File: src/hw/rtl/owrs_pkg.sv
`timescale 1ns / 1ps
// Package for the one-wire ROM search engine.
// Holds the item types, status and action codes, command bytes and sizes.
// It depends on nothing else.
package owrs_pkg;

	localparam int ID_BITS = 64;
	localparam int POS_W   = $clog2(ID_BITS + 1);
	localparam int IDX_W   = $clog2(ID_BITS);
	localparam int ROM_W   = 64;

	localparam logic [7:0] CMD_SEARCH_ROM   = 8'hf0;
	localparam logic [7:0] CMD_SEARCH_ALARM = 8'hec;

	localparam int CFG_IDX_W = 2;
	localparam logic [CFG_IDX_W-1:0] CFG_ALARM_ONLY  = 2'd0;
	localparam logic [CFG_IDX_W-1:0] CFG_MAX_DEVICES = 2'd1;

	localparam logic [1:0] ACT_NEW_SEARCH = 2'd0;
	localparam logic [1:0] ACT_PASS_START = 2'd1;
	localparam logic [1:0] ACT_BIT_PAIR   = 2'd2;

	typedef enum logic [2:0] {
		ST_CLEARED      = 3'd0,
		ST_PASS_STARTED = 3'd1,
		ST_DIRECTION    = 3'd2,
		ST_FOUND        = 3'd3,
		ST_DONE         = 3'd4,
		ST_NO_DEVICES   = 3'd5,
		ST_BUS_ERROR    = 3'd6
	} status_t;

	typedef struct packed {
		logic [1:0] action;
		logic       presence;
		logic       id_bit;
		logic       complement_bit;
	} in_item_t;

	typedef struct packed {
		status_t          status;
		logic [7:0]       command_byte;
		logic             direction;
		logic [ROM_W-1:0] rom_code;
		logic [7:0]       device_index;
		logic [7:0]       device_count;
	} out_item_t;

	typedef struct packed {
		logic       alarm_only;
		logic [7:0] max_devices;
	} cfg_t;

	typedef struct packed {
		logic [ID_BITS-1:0] path_bits;
		logic [POS_W-1:0]   bit_position;
		logic [POS_W-1:0]   last_discrepancy;
		logic [POS_W-1:0]   last_zero_position;
		logic               last_device_seen;
		logic [7:0]         found_count;
		logic               pass_active;
	} search_state_t;

endpackage

File: src/hw/rtl/owrs_step.sv
`timescale 1ns / 1ps
// Decision logic of the ROM search: one item against the current search state.
// Gives the next state and the result item. Uses owrs_pkg.
module owrs_step (
	input  owrs_pkg::cfg_t          cfg,
	input  owrs_pkg::search_state_t cur,
	input  owrs_pkg::in_item_t      item,
	output owrs_pkg::search_state_t nxt,
	output logic                    res_valid,
	output owrs_pkg::out_item_t     res
);

	logic [owrs_pkg::POS_W-1:0] n;
	logic [owrs_pkg::IDX_W-1:0] idx;
	logic                       dir;

	always_comb begin
		nxt       = cur;
		res       = '0;
		res.status = owrs_pkg::ST_CLEARED;
		res_valid = 1'b1;
		n         = cur.bit_position + owrs_pkg::POS_W'(1);
		idx       = cur.bit_position[owrs_pkg::IDX_W-1:0];
		dir       = 1'b0;
		case (item.action)
			owrs_pkg::ACT_NEW_SEARCH: begin
				nxt = '0;
				res.status = owrs_pkg::ST_CLEARED;
			end
			owrs_pkg::ACT_PASS_START: begin
				if (cur.found_count >= cfg.max_devices || cur.last_device_seen) begin
					nxt.pass_active = 1'b0;
					res.status = owrs_pkg::ST_DONE;
				end else if (!item.presence) begin
					nxt = '0;
					res.status = owrs_pkg::ST_NO_DEVICES;
				end else begin
					nxt.bit_position       = '0;
					nxt.last_zero_position = '0;
					nxt.pass_active        = 1'b1;
					res.status = owrs_pkg::ST_PASS_STARTED;
					res.command_byte = cfg.alarm_only ? owrs_pkg::CMD_SEARCH_ALARM
						: owrs_pkg::CMD_SEARCH_ROM;
				end
			end
			owrs_pkg::ACT_BIT_PAIR: begin
				if (!cur.pass_active ||
					cur.bit_position >= owrs_pkg::POS_W'(owrs_pkg::ID_BITS)) begin
					res_valid = 1'b0;
				end else if (item.id_bit && item.complement_bit) begin
					nxt = '0;
					res.status = owrs_pkg::ST_BUS_ERROR;
				end else begin
					if (item.id_bit != item.complement_bit) begin
						dir = item.id_bit;
					end else begin
						if (n < cur.last_discrepancy) begin
							dir = cur.path_bits[idx];
						end else if (n == cur.last_discrepancy) begin
							dir = 1'b1;
						end else begin
							dir = 1'b0;
						end
						if (!dir) begin
							nxt.last_zero_position = n;
						end
					end
					nxt.path_bits[idx] = dir;
					nxt.bit_position   = n;
					res.direction      = dir;
					res.status = owrs_pkg::ST_DIRECTION;
					if (n == owrs_pkg::POS_W'(owrs_pkg::ID_BITS)) begin
						nxt.last_discrepancy = nxt.last_zero_position;
						if (nxt.last_zero_position == '0) begin
							nxt.last_device_seen = 1'b1;
						end
						res.device_index = cur.found_count;
						if (cur.found_count != 8'hff) begin
							nxt.found_count = cur.found_count + 8'd1;
						end
						res.rom_code    = owrs_pkg::ROM_W'(nxt.path_bits);
						nxt.pass_active = 1'b0;
						res.status = owrs_pkg::ST_FOUND;
					end
				end
			end
			default: begin
				res_valid = 1'b0;
			end
		endcase
		res.device_count = nxt.found_count;
	end

endmodule

File: src/hw/rtl/onewire_rom_search_engine_core.sv
`timescale 1ns / 1ps
// Top level of the one-wire ROM search engine: input register, search state,
// result register and configuration registers. Uses owrs_pkg and owrs_step.
//
//   channel  | handshake              | payload
//   ---------+------------------------+------------------------------------
//   in       | in_valid / in_stall    | in_item  (owrs_pkg::in_item_t)
//   out      | out_valid / out_stall  | out_item (owrs_pkg::out_item_t)
//   cfg      | cfg_valid / cfg_ready  | cfg_index, cfg_data
//
// An accepted item passes through the input register and then the result
// register. One item is accepted every cycle while in_stall is low.
// Reset clears the search state and loads alarm_only 0, max_devices 255.
// A stall on the output holds the result register and, through it, the
// input register; bit pairs outside a pass give no result.
module onewire_rom_search_engine_core (
	input  logic                              clk,
	input  logic                              arst_n,
	input  logic                              in_valid,
	output logic                              in_stall,
	input  owrs_pkg::in_item_t                in_item,
	output logic                              out_valid,
	input  logic                              out_stall,
	output owrs_pkg::out_item_t               out_item,
	input  logic                              cfg_valid,
	output logic                              cfg_ready,
	input  logic [owrs_pkg::CFG_IDX_W-1:0]    cfg_index,
	input  logic [7:0]                        cfg_data
);

	logic                    valid_s1;
	owrs_pkg::in_item_t      item_s1;
	logic                    out_valid_q;
	owrs_pkg::out_item_t     out_item_q;
	owrs_pkg::cfg_t          cfg_q;
	owrs_pkg::search_state_t state_q;
	owrs_pkg::search_state_t state_nxt;
	logic                    res_valid;
	owrs_pkg::out_item_t     res;
	logic                    advance;

	assign advance   = !out_valid_q || !out_stall;
	assign in_stall  = valid_s1 && !advance;
	assign out_valid = out_valid_q;
	assign out_item  = out_item_q;
	assign cfg_ready = 1'b1;

	owrs_step u_step (
		.cfg       (cfg_q),
		.cur       (state_q),
		.item      (item_s1),
		.nxt       (state_nxt),
		.res_valid (res_valid),
		.res       (res)
	);

	always_ff @(posedge clk or negedge arst_n) begin
		if (!arst_n) begin
			cfg_q.alarm_only  <= 1'b0;
			cfg_q.max_devices <= 8'd255;
		end else if (cfg_valid) begin
			case (cfg_index)
				owrs_pkg::CFG_ALARM_ONLY:  cfg_q.alarm_only  <= cfg_data[0];
				owrs_pkg::CFG_MAX_DEVICES: cfg_q.max_devices <= cfg_data;
				default: ;
			endcase
		end
	end

	always_ff @(posedge clk or negedge arst_n) begin
		if (!arst_n) begin
			valid_s1    <= 1'b0;
			out_valid_q <= 1'b0;
			state_q     <= '0;
		end else begin
			if (!in_stall) begin
				valid_s1 <= in_valid;
			end
			if (advance) begin
				out_valid_q <= valid_s1 && res_valid;
				if (valid_s1) begin
					state_q <= state_nxt;
				end
			end
		end
	end

	always_ff @(posedge clk) begin
		if (in_valid && !in_stall) begin
			item_s1 <= in_item;
		end
		if (advance && valid_s1) begin
			out_item_q <= res;
		end
	end

	a_found_count: assert property (@(posedge clk) disable iff (!arst_n)
		out_valid_q && out_item_q.status == owrs_pkg::ST_FOUND |->
		out_item_q.device_count == out_item_q.device_index + 8'd1 ||
		(out_item_q.device_index == 8'hff && out_item_q.device_count == 8'hff))
		else $error("device count does not follow the found index");

	a_rom_only_found: assert property (@(posedge clk) disable iff (!arst_n)
		out_valid_q && out_item_q.status != owrs_pkg::ST_FOUND |->
		out_item_q.rom_code == '0)
		else $error("rom code shown outside a found result");

	a_active_pos: assert property (@(posedge clk) disable iff (!arst_n)
		state_q.pass_active |->
		state_q.bit_position < owrs_pkg::POS_W'(owrs_pkg::ID_BITS))
		else $error("pass active past the last bit");

	a_last_seen: assert property (@(posedge clk) disable iff (!arst_n)
		state_q.last_device_seen |-> state_q.last_discrepancy == '0)
		else $error("last device flagged with a discrepancy left");

	a_cleared: assert property (@(posedge clk) disable iff (!arst_n)
		out_valid_q && (out_item_q.status == owrs_pkg::ST_CLEARED ||
		out_item_q.status == owrs_pkg::ST_BUS_ERROR) |->
		out_item_q.device_count == 8'd0)
		else $error("count not cleared with the search");

endmodule
File: config.mk
export PLATFORM = sky130hd
export DESIGN_NAME = onewire_rom_search_engine_core
export DESIGN_NICKNAME = d
export VERILOG_FILES = /design/src/hw/rtl/owrs_pkg.sv /design/src/hw/rtl/owrs_step.sv /design/src/hw/rtl/onewire_rom_search_engine_core.sv
export SDC_FILE = /design/constraint.sdc
export NUM_CORES = 1
export LEC_CHECK = 0
export ABC_AREA = 1
export ABC_CLOCK_PERIOD_IN_PS = 14800
export BUFFER_PORTS_ARGS = -buffer_cell sky130_fd_sc_hd__buf_2
export CAP_MARGIN = 20
export CORE_MARGIN = 2
export CORE_UTILIZATION = 55
export DETAILED_ROUTE_END_ITERATION = 8
export PLACE_DENSITY = 0.76
export SLEW_MARGIN = 30
export SYNTH_ARGS = -nofsm -noshare
export SYNTH_HDL_FRONTEND = slang
export SYNTH_SLANG_ARGS = --single-unit
File: constraint.sdc
create_clock -name clk -period 14.8 [get_ports clk]
set_input_delay 1.48 -clock clk [delete_from_list [all_inputs] [get_ports clk]]
set_output_delay 1.48 -clock clk [all_outputs]
set_load 0.02 [all_outputs]
# ---- After elaboration in Yosys (flattened, before gate mapping)
# Cells that the tools add are included.
dict set report classes {
  bitwise 4
  muxes 42
  reduce_logical 30
  eq_ne 12
  addsub 2
  n_lt_le_gt_ge 5
}
# cell n
set ops {}
lappend ops {{95-bit one-hot mux with 3 select lines} 1}
lappend ops {{95-bit two-way mux} 2}
lappend ops {{94-bit two-way mux} 1}
lappend ops {{64-bit bitwise mux} 1}
lappend ops {{64-bit two-way mux} 1}
lappend ops {{7-bit two-way mux} 7}
lappend ops {{1-bit two-way mux} 17}
lappend ops {{3-bit two-way mux} 4}
lappend ops {{10-bit two-way mux} 1}
lappend ops {{5-bit AND reduction} 2}
lappend ops {{9-bit two-way mux} 1}
lappend ops {{8-bit by 1-bit adder with 8-bit output (second input constant)} 1}
lappend ops {{8-bit greater-or-equal comparator} 1}
lappend ops {{8-bit two-way mux} 1}
lappend ops {{8-bit inequality test (second input constant)} 1}
lappend ops {{8-bit AND reduction} 1}
lappend ops {{7-bit by 1-bit adder with 7-bit output (second input constant)} 1}
lappend ops {{7-bit == test} 1}
lappend ops {{7-bit == test (second input constant)} 1}
lappend ops {{7-bit greater-or-equal comparator (second input constant)} 1}
lappend ops {{7-bit zero test} 1}
lappend ops {{6-bit by 7-bit less-than comparator with 1-bit output (second input constant)} 1}
lappend ops {{7-bit less-than comparator} 1}
lappend ops {{7-bit AND reduction} 1}
lappend ops {{other kinds (22)} 44}
dict set report totals {
  wordCells 116
  ff_bits 203
  output_inout_bits 95
  input_bits 20
}

# ---- Logic depth before layout (Yosys ltp)
# Gate-level depths: netlist of the first run.
dict set report logic_depth {
  ltp_word 19
  depth_mapped 26
  ltp_nobuf 26
}

# ---- Cells and area by module
# From an unflattened synthesis of the first run, not the netlist that was laid out.
dict set report unflattened {
  cells_unflattened 1908
  hier_area_um2 13420.4
}
# mod cells_per_inst seq_area_each_um2 n_inst area_each_um2
set by_module_without_submodules {}
lappend by_module_without_submodules {onewire_rom_search_engine_core 564 5575.3 1 7135.6}
lappend by_module_without_submodules {owrs_step 1344 0.0 1 6284.8}

# ---- Worst setup path before layout of the first run
# OpenSTA, ideal clock, no wires.
dict set report synth_timing {
  path_kind {input port to flip-flop}
  start {in out_stall}
  end {reg state_q[31] in the netlist's numbering}
  setup_slack_ps 7311
  n_path_buf 1
  setup_ps 133
  arrival_time_ps 7357
  stages 11
  path_cell_list {nand2_1 > inv_1 > nor2_1 > inv_1 > nor2_1 > inv_1 > nor2_1 > nand2_1 > nor2_1 > clkbuf_1 > o22ai_1}
}
dict set report synth_between {
  elab_chain_cells 3
}
# element line
set synth_lines {}
lappend synth_lines {{start: declaration} onewire_rom_search_engine_core.sv:23} ;# input logic out_stall,
lappend synth_lines {{1-bit zero test} onewire_rom_search_engine_core.sv:42} ;# assign advance = !out_valid_q || !out_stall;
lappend synth_lines {{1-bit logical OR} onewire_rom_search_engine_core.sv:42}
lappend synth_lines {{6-bit AND reduction (no line)} --}
lappend synth_lines {{end signal: assignment} onewire_rom_search_engine_core.sv:82} ;# state_q <= state_nxt;
lappend synth_lines {{end: declaration} onewire_rom_search_engine_core.sv:36} ;# owrs_pkg::search_state_t state_q;
# No other way between the ends.
# A chain may end at the register's enable or synchronous reset.

# ---- Worst setup path in the final report of the first run
dict set report layout_timing {
  start {in out_stall}
  end {reg state_q[92] in the netlist's numbering}
}
# Same word-level chain as after synthesis.

==> flow_summary.json, run 1 <==
{
  "ys_types": 48,
  "initial_core_util": 0.560,
  "critical_path_class": "in -> reg",
  "synth_top_family_by_area": "compound AO/OA/AOI/OAI gates",
  "die_x_um": 139,
  "worst_pin_slew_ns": 1.10,
  "crit_chain": "buf_2 > nand2_1 > inv_1 > nor2_4 > buf_4 > inv_1 > nor2_1 > inv_1 > nor2_1 > nand2_1 > nor2_4 > buf_4 > o22ai_1",
  "mappedNetlistArea_um2": 10000,
  "clock_path_buffers": 2,
  "synth_ff_type": "dfrtp_1",
  "worst_hold_path_type": "reg -> reg",
  "seq_area_frac_synth": 0.541,
  "max_freq_ghz": 0.210,
  "ant_nets": 0,
  "dp_slack_ns": 9.66,
  "grt_pass1_vias": 7921,
  "required_ns": 15.07,
  "internal_power_uw": 943,
  "grt_pass1_wl_um": 40600,
  "final.period_utilization": 0.322,
  "crit_fanout": 43,
  "wirelength_um": 24600,
  "synthMuxAreaShare": 0,
  "hpwlAfterDp_um": 16500,
  "synth-compound-area-share": 0.174,
  "synth_simple_gate_area_frac": 0.154,
  "power_frac_comb": 0.220,
  "port_buffers": 111,
  "slowest_stage": "nor2_1",
  "p_sw_frac": 0.327,
  "seqCellArea_um2": 5430,
  "syn_avg_cell_area_um2": 9.12,
  "multi_input_area_um2": 3680,
  "cts_setup_buffers": 0,
  "diodes": 0,
  "timing.max_cap.violations": 0,
  "synth-xor-area-share": 0.00512,
  "cp_common_cell": "inv_1",
  "leakage_nw": 5.01,
  "pwr-share-seq": 0.467,
  "syn_inst": 1100,
  "cts_buffers": 17,
  "gp_congestion": 0.882,
  "num_rows": 49,
  "synthArstFlopShare": 0.535,
  "area_growth_pct": 11.6,
  "htree_levels": 4,
  "post_drt_wl_per_cell_um": 17.3,
  "critPathLaunchType": "input port",
  "fin_setup_tns_ns": 0,
  "overflow": 0,
  "core_um2": 17900,
  "powerDensity_nw_per_um2": 125,
  "finalWorstSetupSlack_ns": 10.03,
  "max_stage_delay_ns": 0.69,
  "first_pass_iters": 6,
  "synthAdderAreaFrac": 0.0287,
  "grt_use_total": 0.260,
  "peakVddDrop_mv": 0.105,
  "crit_family": "simple AND/OR/NAND/NOR gates",
  "fillers": 1525,
  "synth_warnings": 0,
  "crit_arrival_ns": 5.04,
  "path_clk_slew_ns": 0.07,
  "finalClockSkew_ns": 0.0177,
  "nets": 1222,
  "relSlewSlack": 0.262,
  "num_io_pins": 115,
  "grt_start_max_net_pins": 65,
  "die_area_um2": 19300,
  "clock_latency_ns": 0.45,
  "synth_edf_count": 92,
  "postCtsHoldBufs": 0,
  "layout_commonest_cell": "inv_1",
  "vias_per_cell": 5.85,
  "cts_resized": 0,
  "setup_viol": 0,
  "fin_crit_ns": 4.77,
  "most-common-layout-cells": "inv_1, nand2_1, nor2_1, buf_2, dfrtp_1",
  "power_frac_clock": 0.313,
  "grt_setup_unrepaired": "no",
  "cts-root-buf": "clkbuf_16",
  "grt_antenna_before_repair": 0,
  "drc": 0,
  "drv_slew": 0,
  "end_kind": "register",
  "die_y_um": 139,
  "drive_above_1_share": 0.164,
  "r2r_slack_ns": 10.13,
  "finalHoldViolCount": 0,
  "vias": 8311,
  "path_buf_inv": 6,
  "synth_seq_cells": 198,
  "switching_power_uw": 458,
  "status": "completed",
  "cts_tree": "built",
  "drt_iter0_drc": 848,
  "clock_sinks": 198
}
sequential cells by signal, summed over array words and instances, names as in the netlist:
signal     cells
out_item      87
state_q       95
cfg_q          9
out_valid      1
valid_s1       1
item_s1        5
per-stage QoR:
step / hold WS (ns) / power (mW) / instance area [um2] / cells / utilization
3_3_place_gp: 0.465 / 0.965 / 10600 / 1389 / 0.594
6_report: 0.482 / 1.40 / 11200 / 1421 / 0.625
4_1_cts: 0.484 / 1.40 / 11200 / 1421 / 0.624
2_1_floorplan: 0.441 / 0.898 / 10000 / 1101 / -
3_5_place_dp: 0.468 / 0.971 / 10600 / 1389 / 0.594
5_1_grt: 0.512 / 1.46 / 11200 / 1421 / 0.625
cell families (layout without fill, tap and decap cells):
group,Yosys count,in the layout
AO/OA/AOI/OAI,297,297
adder cells (fa/ha/maj),23,23
buffers and inverters,223,314
AND/OR/NAND/NOR,352,352
flip-flops,198,198
XOR/XNOR,5,5
other,2,3
final timing paths:
path	end	start	depth (start not counted)
worst max-delay path	state_q[92]	out_stall	13
worst min-delay path	cfg_q[3]	cfg_q[3]	2
worst max register to register	out_item[39]	state_q[24]	19
worst min register to register	cfg_q[3]	cfg_q[3]	2
max in group asynchronous	state_q[93]	arst_n	2
min in group asynchronous	state_q[24]	arst_n	1
final cells by class:
cell class / instances / area share
timing repair buffer: 125 / 0.0593
clock inverter: 12 / 0.00939
clock buffer: 20 / 0.0390
tap: 229 / 0.0256
sequential: 198 / 0.485
multi-input combinational: 680 / 0.328
inverter: 157 / 0.0535
cells in the mapped netlist, types with 3 or more instances:
cell type / n / area share
nor2_2: 5 / 0.0031
dfrtp_1: 98 / 0.24
clkbuf_1: 29 / 0.011
nor2_4: 3 / 0.0034
nand3_1: 33 / 0.016
nand4_1: 14 / 0.0087
nand2_1: 135 / 0.051
nand2_2: 4 / 0.0025
xor2_1: 4 / 0.0035
o211ai_1: 17 / 0.013
a21oi_1: 85 / 0.042
o22ai_1: 70 / 0.044
o21a_1: 6 / 0.0045
buf_4: 10 / 0.0075
edfxtp_1: 92 / 0.28
a31oi_1: 60 / 0.037
dfstp_2: 8 / 0.021
nand2_4: 4 / 0.0045
nand3b_1: 5 / 0.0037
nor3_1: 5 / 0.0025
nor2_1: 138 / 0.052
ha_1: 23 / 0.029
o21ai_0: 47 / 0.023
buf_2: 19 / 0.0095
inv_1: 153 / 0.057
buf_6: 6 / 0.0067
metal layers:
layer | share of wire | track usage | vias to the layer above | wire length [um]
li1 | - | - | 3924 | -
met1 | 0.44 | 0.363 | 3962 | 10800
met2 | 0.47 | 0.417 | 387 | 11600
met3 | 0.070 | 0.0404 | 38 | 1710
met4 | 0.022 | 0.0936 | 0 | 537
met5 | 0 | 0 | - | 0
worst min-delay path, cell delays in order, from the launching register on:
cell	delay (ns)
dfstp_2	0.36
inv_1	0.06
a21oi_1	0.06
power groups by stage:
stage	Sequential, mW	Combinational [mW]	Clock, mW
global placement	0.665	0.300	0
global route	0.660	0.340	0.461
detailed placement	0.665	0.306	0
CTS	0.655	0.307	0.441
finish	0.655	0.308	0.438
floorplan	0.694	0.203	0
(Power assumes the default switching activity.)
==> run 2, diff against run 1 <==
ABC_CLOCK_PERIOD_IN_PS = 4200   (was 14800)
CORE_UTILIZATION = 53   (was 55)
clock period = 4.2 ns   (was 14.8 ns; I/O delays follow)
==> flow_summary.json, run 2 (synthesis results as in run 1) <==
{
  "drive_above_1_share": 0.168,
  "grt_start_max_net_pins": 79,
  "finalClockSkew_ns": 0.0115,
  "drv_slew": 0,
  "htree_levels": 4,
  "core_um2": 18600,
  "grt_pass1_vias": 7592,
  "wirelength_um": 24300,
  "grt_use_total": 0.251,
  "fin_crit_ns": 3.55,
  "die_area_um2": 20000,
  "dp_slack_ns": 0.721,
  "area_growth_pct": 13.4,
  "cts_buffers": 17,
  "seqCellArea_um2": 5430,
  "fin_setup_tns_ns": 0,
  "crit_fanout": 14,
  "critical_path_class": "reg -> reg",
  "ant_nets": 0,
  "most-common-layout-cells": "inv_1, nor2_1, nand2_1, buf_2, dfrtp_1",
  "required_ns": 4.54,
  "finalWorstSetupSlack_ns": 0.649,
  "internal_power_mw": 3.54,
  "diodes": 0,
  "power_frac_comb": 0.213,
  "port_buffers": 111,
  "overflow": 0,
  "grt_pass1_wl_um": 39400,
  "first_pass_iters": 5,
  "worst_hold_path_type": "in -> reg",
  "multi_input_area_um2": 3660,
  "cts_tree": "built",
  "powerDensity_nw_per_um2": 458,
  "power_frac_clock": 0.346,
  "gp_congestion": 0.894,
  "fillers": 1585,
  "grt_antenna_before_repair": 0,
  "die_x_um": 142,
  "slowest_stage": "dfrtp_1",
  "drt_iter0_drc": 1017,
  "clock_path_buffers": 2,
  "initial_core_util": 0.538,
  "max_freq_ghz": 0.282,
  "worst_pin_slew_ns": 0.995,
  "status": "completed",
  "cts-root-buf": "clkbuf_16",
  "hpwlAfterDp_um": 15800,
  "cp_common_cell": "nand2_1",
  "end_kind": "register",
  "num_io_pins": 115,
  "clock_latency_ns": 0.45,
  "critPathLaunchType": "register",
  "regMostFlops": "state_q",
  "timing.max_cap.violations": 0,
  "peakVddDrop_mv": 0.297,
  "leakage_nw": 5.11,
  "nets": 1232,
  "crit_arrival_ns": 3.89,
  "die_y_um": 142,
  "max_stage_delay_ns": 0.42,
  "largest_reg_flops": 95,
  "vias": 8271,
  "drc": 0,
  "num_rows": 50,
  "relSlewSlack": 0.334,
  "path_clk_slew_ns": 0.07,
  "setup_viol": 0,
  "switching_power_mw": 1.67,
  "post_drt_wl_per_cell_um": 16.9,
  "grt_setup_unrepaired": "no",
  "layout_commonest_cell": "inv_1",
  "holdWs_ns": 0.145,
  "p_sw_frac": 0.321,
  "clock_sinks": 198,
  "vias_per_cell": 5.76,
  "pwr-share-seq": 0.441,
  "final.period_utilization": 0.845,
  "finalHoldViolCount": 0
}
run 2: metrics by stage:
step           area [um2]  power, mW  cells  utilization
6_report            11400       5.21   1436        0.610
4_1_cts             11400       5.22   1436        0.610
2_1_floorplan       10000       3.15   1101            -
3_5_place_dp        10700       3.43   1403        0.575
3_3_place_gp        10700       3.41   1403        0.575
5_1_grt             11400       5.43   1436        0.610
run 2: power groups by stage:
stage | Sequential, mW | Clock [mW] | Combinational, mW
CTS | 2.30 | 1.81 | 1.11
global route | 2.31 | 1.89 | 1.23
detailed placement | 2.34 | 0 | 1.10
floorplan | 2.44 | 0 | 0.719
finish | 2.30 | 1.81 | 1.11
global placement | 2.34 | 0 | 1.07
run 2: layout make-up:
cell class | instances | share of cell area
sequential | 198 | 0.477
multi-input combinational | 680 | 0.322
timing repair buffer | 135 | 0.0665
inverter | 157 | 0.0527
clock buffer | 18 | 0.0377
tap | 234 | 0.0257
clock inverter | 14 | 0.0185
run 2: critical path, delay by kind of cell (launching register included):
family / cells / cell delay (ns)
simple gates: 16 / 1.84
buf+inv: 5 / 0.55
flops: 1 / 0.42
compound gates: 3 / 0.37
fa+ha+maj: 1 / 0.27
run 2: path summary, 6_finish.rpt:
check	startpoint	end	slack, ns	depth (start not counted)
min in group asynchronous	arst_n	state_q[56]	0.39	2
max reg2reg	state_q[28]	state_q[9]	0.65	25
max	state_q[28]	state_q[9]	0.65	25
max in group asynchronous	arst_n	state_q[33]	2.78	3
min	in_item[0]	item_s1[0]	0.15	1
min reg2reg	cfg_q[7]	cfg_q[7]	0.49	2
run 2: timing repair:
item / in CTS / in global routing
buffers inserted: 0 / 0
resized for setup: 0 / 0
hold endpoints to repair: 11 / 0
hold buffers: 1 / 0
run 2: layer usage:
metal / track usage / up-vias / wire length, um
li1: - / 3944 / -
met1: 0.356 / 3924 / 10700
met2: 0.391 / 348 / 11400
met3: 0.0493 / 55 / 1680
met4: 0.0889 / 0 / 573
met5: 0 / - / 0
==> run 3, diff against run 2 <==
ABC_CLOCK_PERIOD_IN_PS = 3690   (was 4200)
CORE_UTILIZATION = 55   (was 53)
clock period = 3.69 ns   (was 4.2 ns; I/O delays follow)
==> flow_summary.json, run 3 (synthesis results as in run 1) <==
{
  "grt_setup_unrepaired": "no",
  "wirelength_um": 24400,
  "drt_iter0_drc": 916,
  "num_rows": 49,
  "slowest_stage": "dfrtp_1",
  "path_clk_slew_ns": 0.07,
  "overflow": 0,
  "fin_setup_tns_ns": 0,
  "layout_commonest_cell": "inv_1",
  "grt_use_total": 0.256,
  "regMostFlops": "state_q",
  "clock_sinks": 198,
  "endpoint": "out_item[23]",
  "postCtsHoldBufs": 0,
  "grt_pass1_vias": 8049,
  "grt_pass1_wl_um": 40000,
  "end_kind": "register",
  "crit_fanout": 27,
  "drc": 0,
  "critPathLaunchType": "register",
  "ant_nets": 0,
  "drive_above_1_share": 0.172,
  "relSlewSlack": 0.460,
  "powerDensity_nw_per_um2": 504,
  "cts-root-buf": "clkbuf_16",
  "r2r_slack_ns": 0.36,
  "drv_slew": 0,
  "cts_setup_buffers": 0,
  "status": "finished, violations left",
  "violations": "hold timing",
  "clock_path_buffers": 2,
  "area_growth_pct": 13.3,
  "hpwlAfterDp_um": 16000,
  "cts_tree": "built",
  "worst_pin_slew_ns": 0.809,
  "diodes": 0,
  "post_drt_wl_per_cell_um": 17.0,
  "crit_chain": "ha_1 > nand2_1 > nor2_2 > xor2_2 > ha_1 > nand2_1 > inv_1 > nand3_1 > a21oi_1 > inv_1 > o211a_1 > nor2_1 > a21oi_2 > o21ai_4 > buf_4 > a31oi_1 > nor2_1",
  "first_pass_iters": 6,
  "most-common-layout-cells": "inv_1, nor2_1, nand2_1, buf_2, dfrtp_1",
  "cts_buffers": 17,
  "finalClockSkew_ns": 0.0120,
  "crit_arrival_ns": 3.61,
  "required_ns": 3.96,
  "holdWs_ns": -0.0347,
  "die_area_um2": 19300,
  "vias_per_cell": 5.80,
  "core_um2": 17900,
  "worst-r2r-cell-count": 17,
  "max_stage_delay_ns": 0.52,
  "num_io_pins": 115,
  "setup_viol": 0,
  "initial_core_util": 0.560,
  "die_y_um": 139,
  "final.period_utilization": 0.904,
  "gp_congestion": 0.882,
  "port_buffers": 111,
  "crit-reg2reg-launch": "state_q[25]",
  "nets": 1237,
  "largest_reg_flops": 95,
  "max_freq_ghz": 0.300,
  "timing.rr.end": "out_item[23]",
  "die_x_um": 139,
  "vias": 8327,
  "fin_crit_ns": 3.33,
  "startpoint": "state_q[25]",
  "critical_path_class": "reg -> reg",
  "htree_levels": 4,
  "timing.max_cap.violations": 0,
  "leakage_nw": 5.11,
  "clock_latency_ns": 0.45,
  "worst_hold_path_type": "in -> async",
  "grt_antenna_before_repair": 0,
  "finalHoldViolCount": 71,
  "peakVddDrop_mv": 0.361,
  "grt_start_max_net_pins": 74
}
[run 3: how the worst min path moves through the flow]
stage               slack, ns  depth (start not counted)        start          end
floorplan                0.07                          0       arst_n     cfg_q[8]
global placement         0.48                          2  state_q[16]  state_q[16]
detailed placement       0.47                          2   state_q[9]   state_q[9]
CTS                       0.1                          1   in_item[2]   item_s1[2]
global route             0.01                          1       arst_n  state_q[56]
finish                  -0.03                          1       arst_n  state_q[49]
[run 3: worst max-delay path, delay by kind of cell, from the launching register on]
family                   cells  cell delay (ns)
adder cells (fa/ha/maj)      2             0.54
XOR/XNOR                     1             0.11
AND/OR/NAND/NOR              6             0.86
AO/OA/AOI/OAI                5             0.68
buffers and inverters        3             0.43
flip-flops                   1             0.52
[run 3: cell type report]
type	instances	area, um2
Sequential cell	198	5430
Clock inverter	10	98.8
Multi-Input combinational cell	680	3660
Tap cell	229	287
Clock buffer	22	475
Fill cell	1482	6540
Inverter	157	597
Timing Repair Buffer	140	817
[run 3: what timing repair did]
action / in CTS / in global routing
resized for setup: 0 / 2
endpoints found under the setup margin: 0 / 3
endpoints found under the hold margin: 0 / 0
[run 3: layer usage]
metal / track usage / share of wire / routed length, um / up-vias
li1: - / - / - / 3967
met1: 0.350 / 0.44 / 10700 / 3956
met2: 0.413 / 0.47 / 11500 / 351
met3: 0.0435 / 0.064 / 1570 / 53
met4: 0.102 / 0.025 / 614 / 0
met5: 0 / 0 / 0 / -
[run 3: power by group]
group	internal, mW	total [mW]	switching [mW]	leakage [nW]
sequential	2.52	2.62	0.0999	2.35
clock	0.994	1.83	0.834	0.281
combinational	0.368	1.28	0.916	2.48
[run 3: stage by stage]
step                      std cells  utilization  setup WS [ns]  cell area [um2]  total power [mW]
after floorplan                1101            -         0.0406            10000              3.59
after global placement         1404        0.602          0.314            10800              3.89
after detailed placement       1404        0.602          0.227            10800              3.92
after CTS                      1436        0.634          0.207            11400              5.73
after global routing           1436        0.635         0.0123            11400              5.97
final                          1436        0.635          0.355            11400              5.73
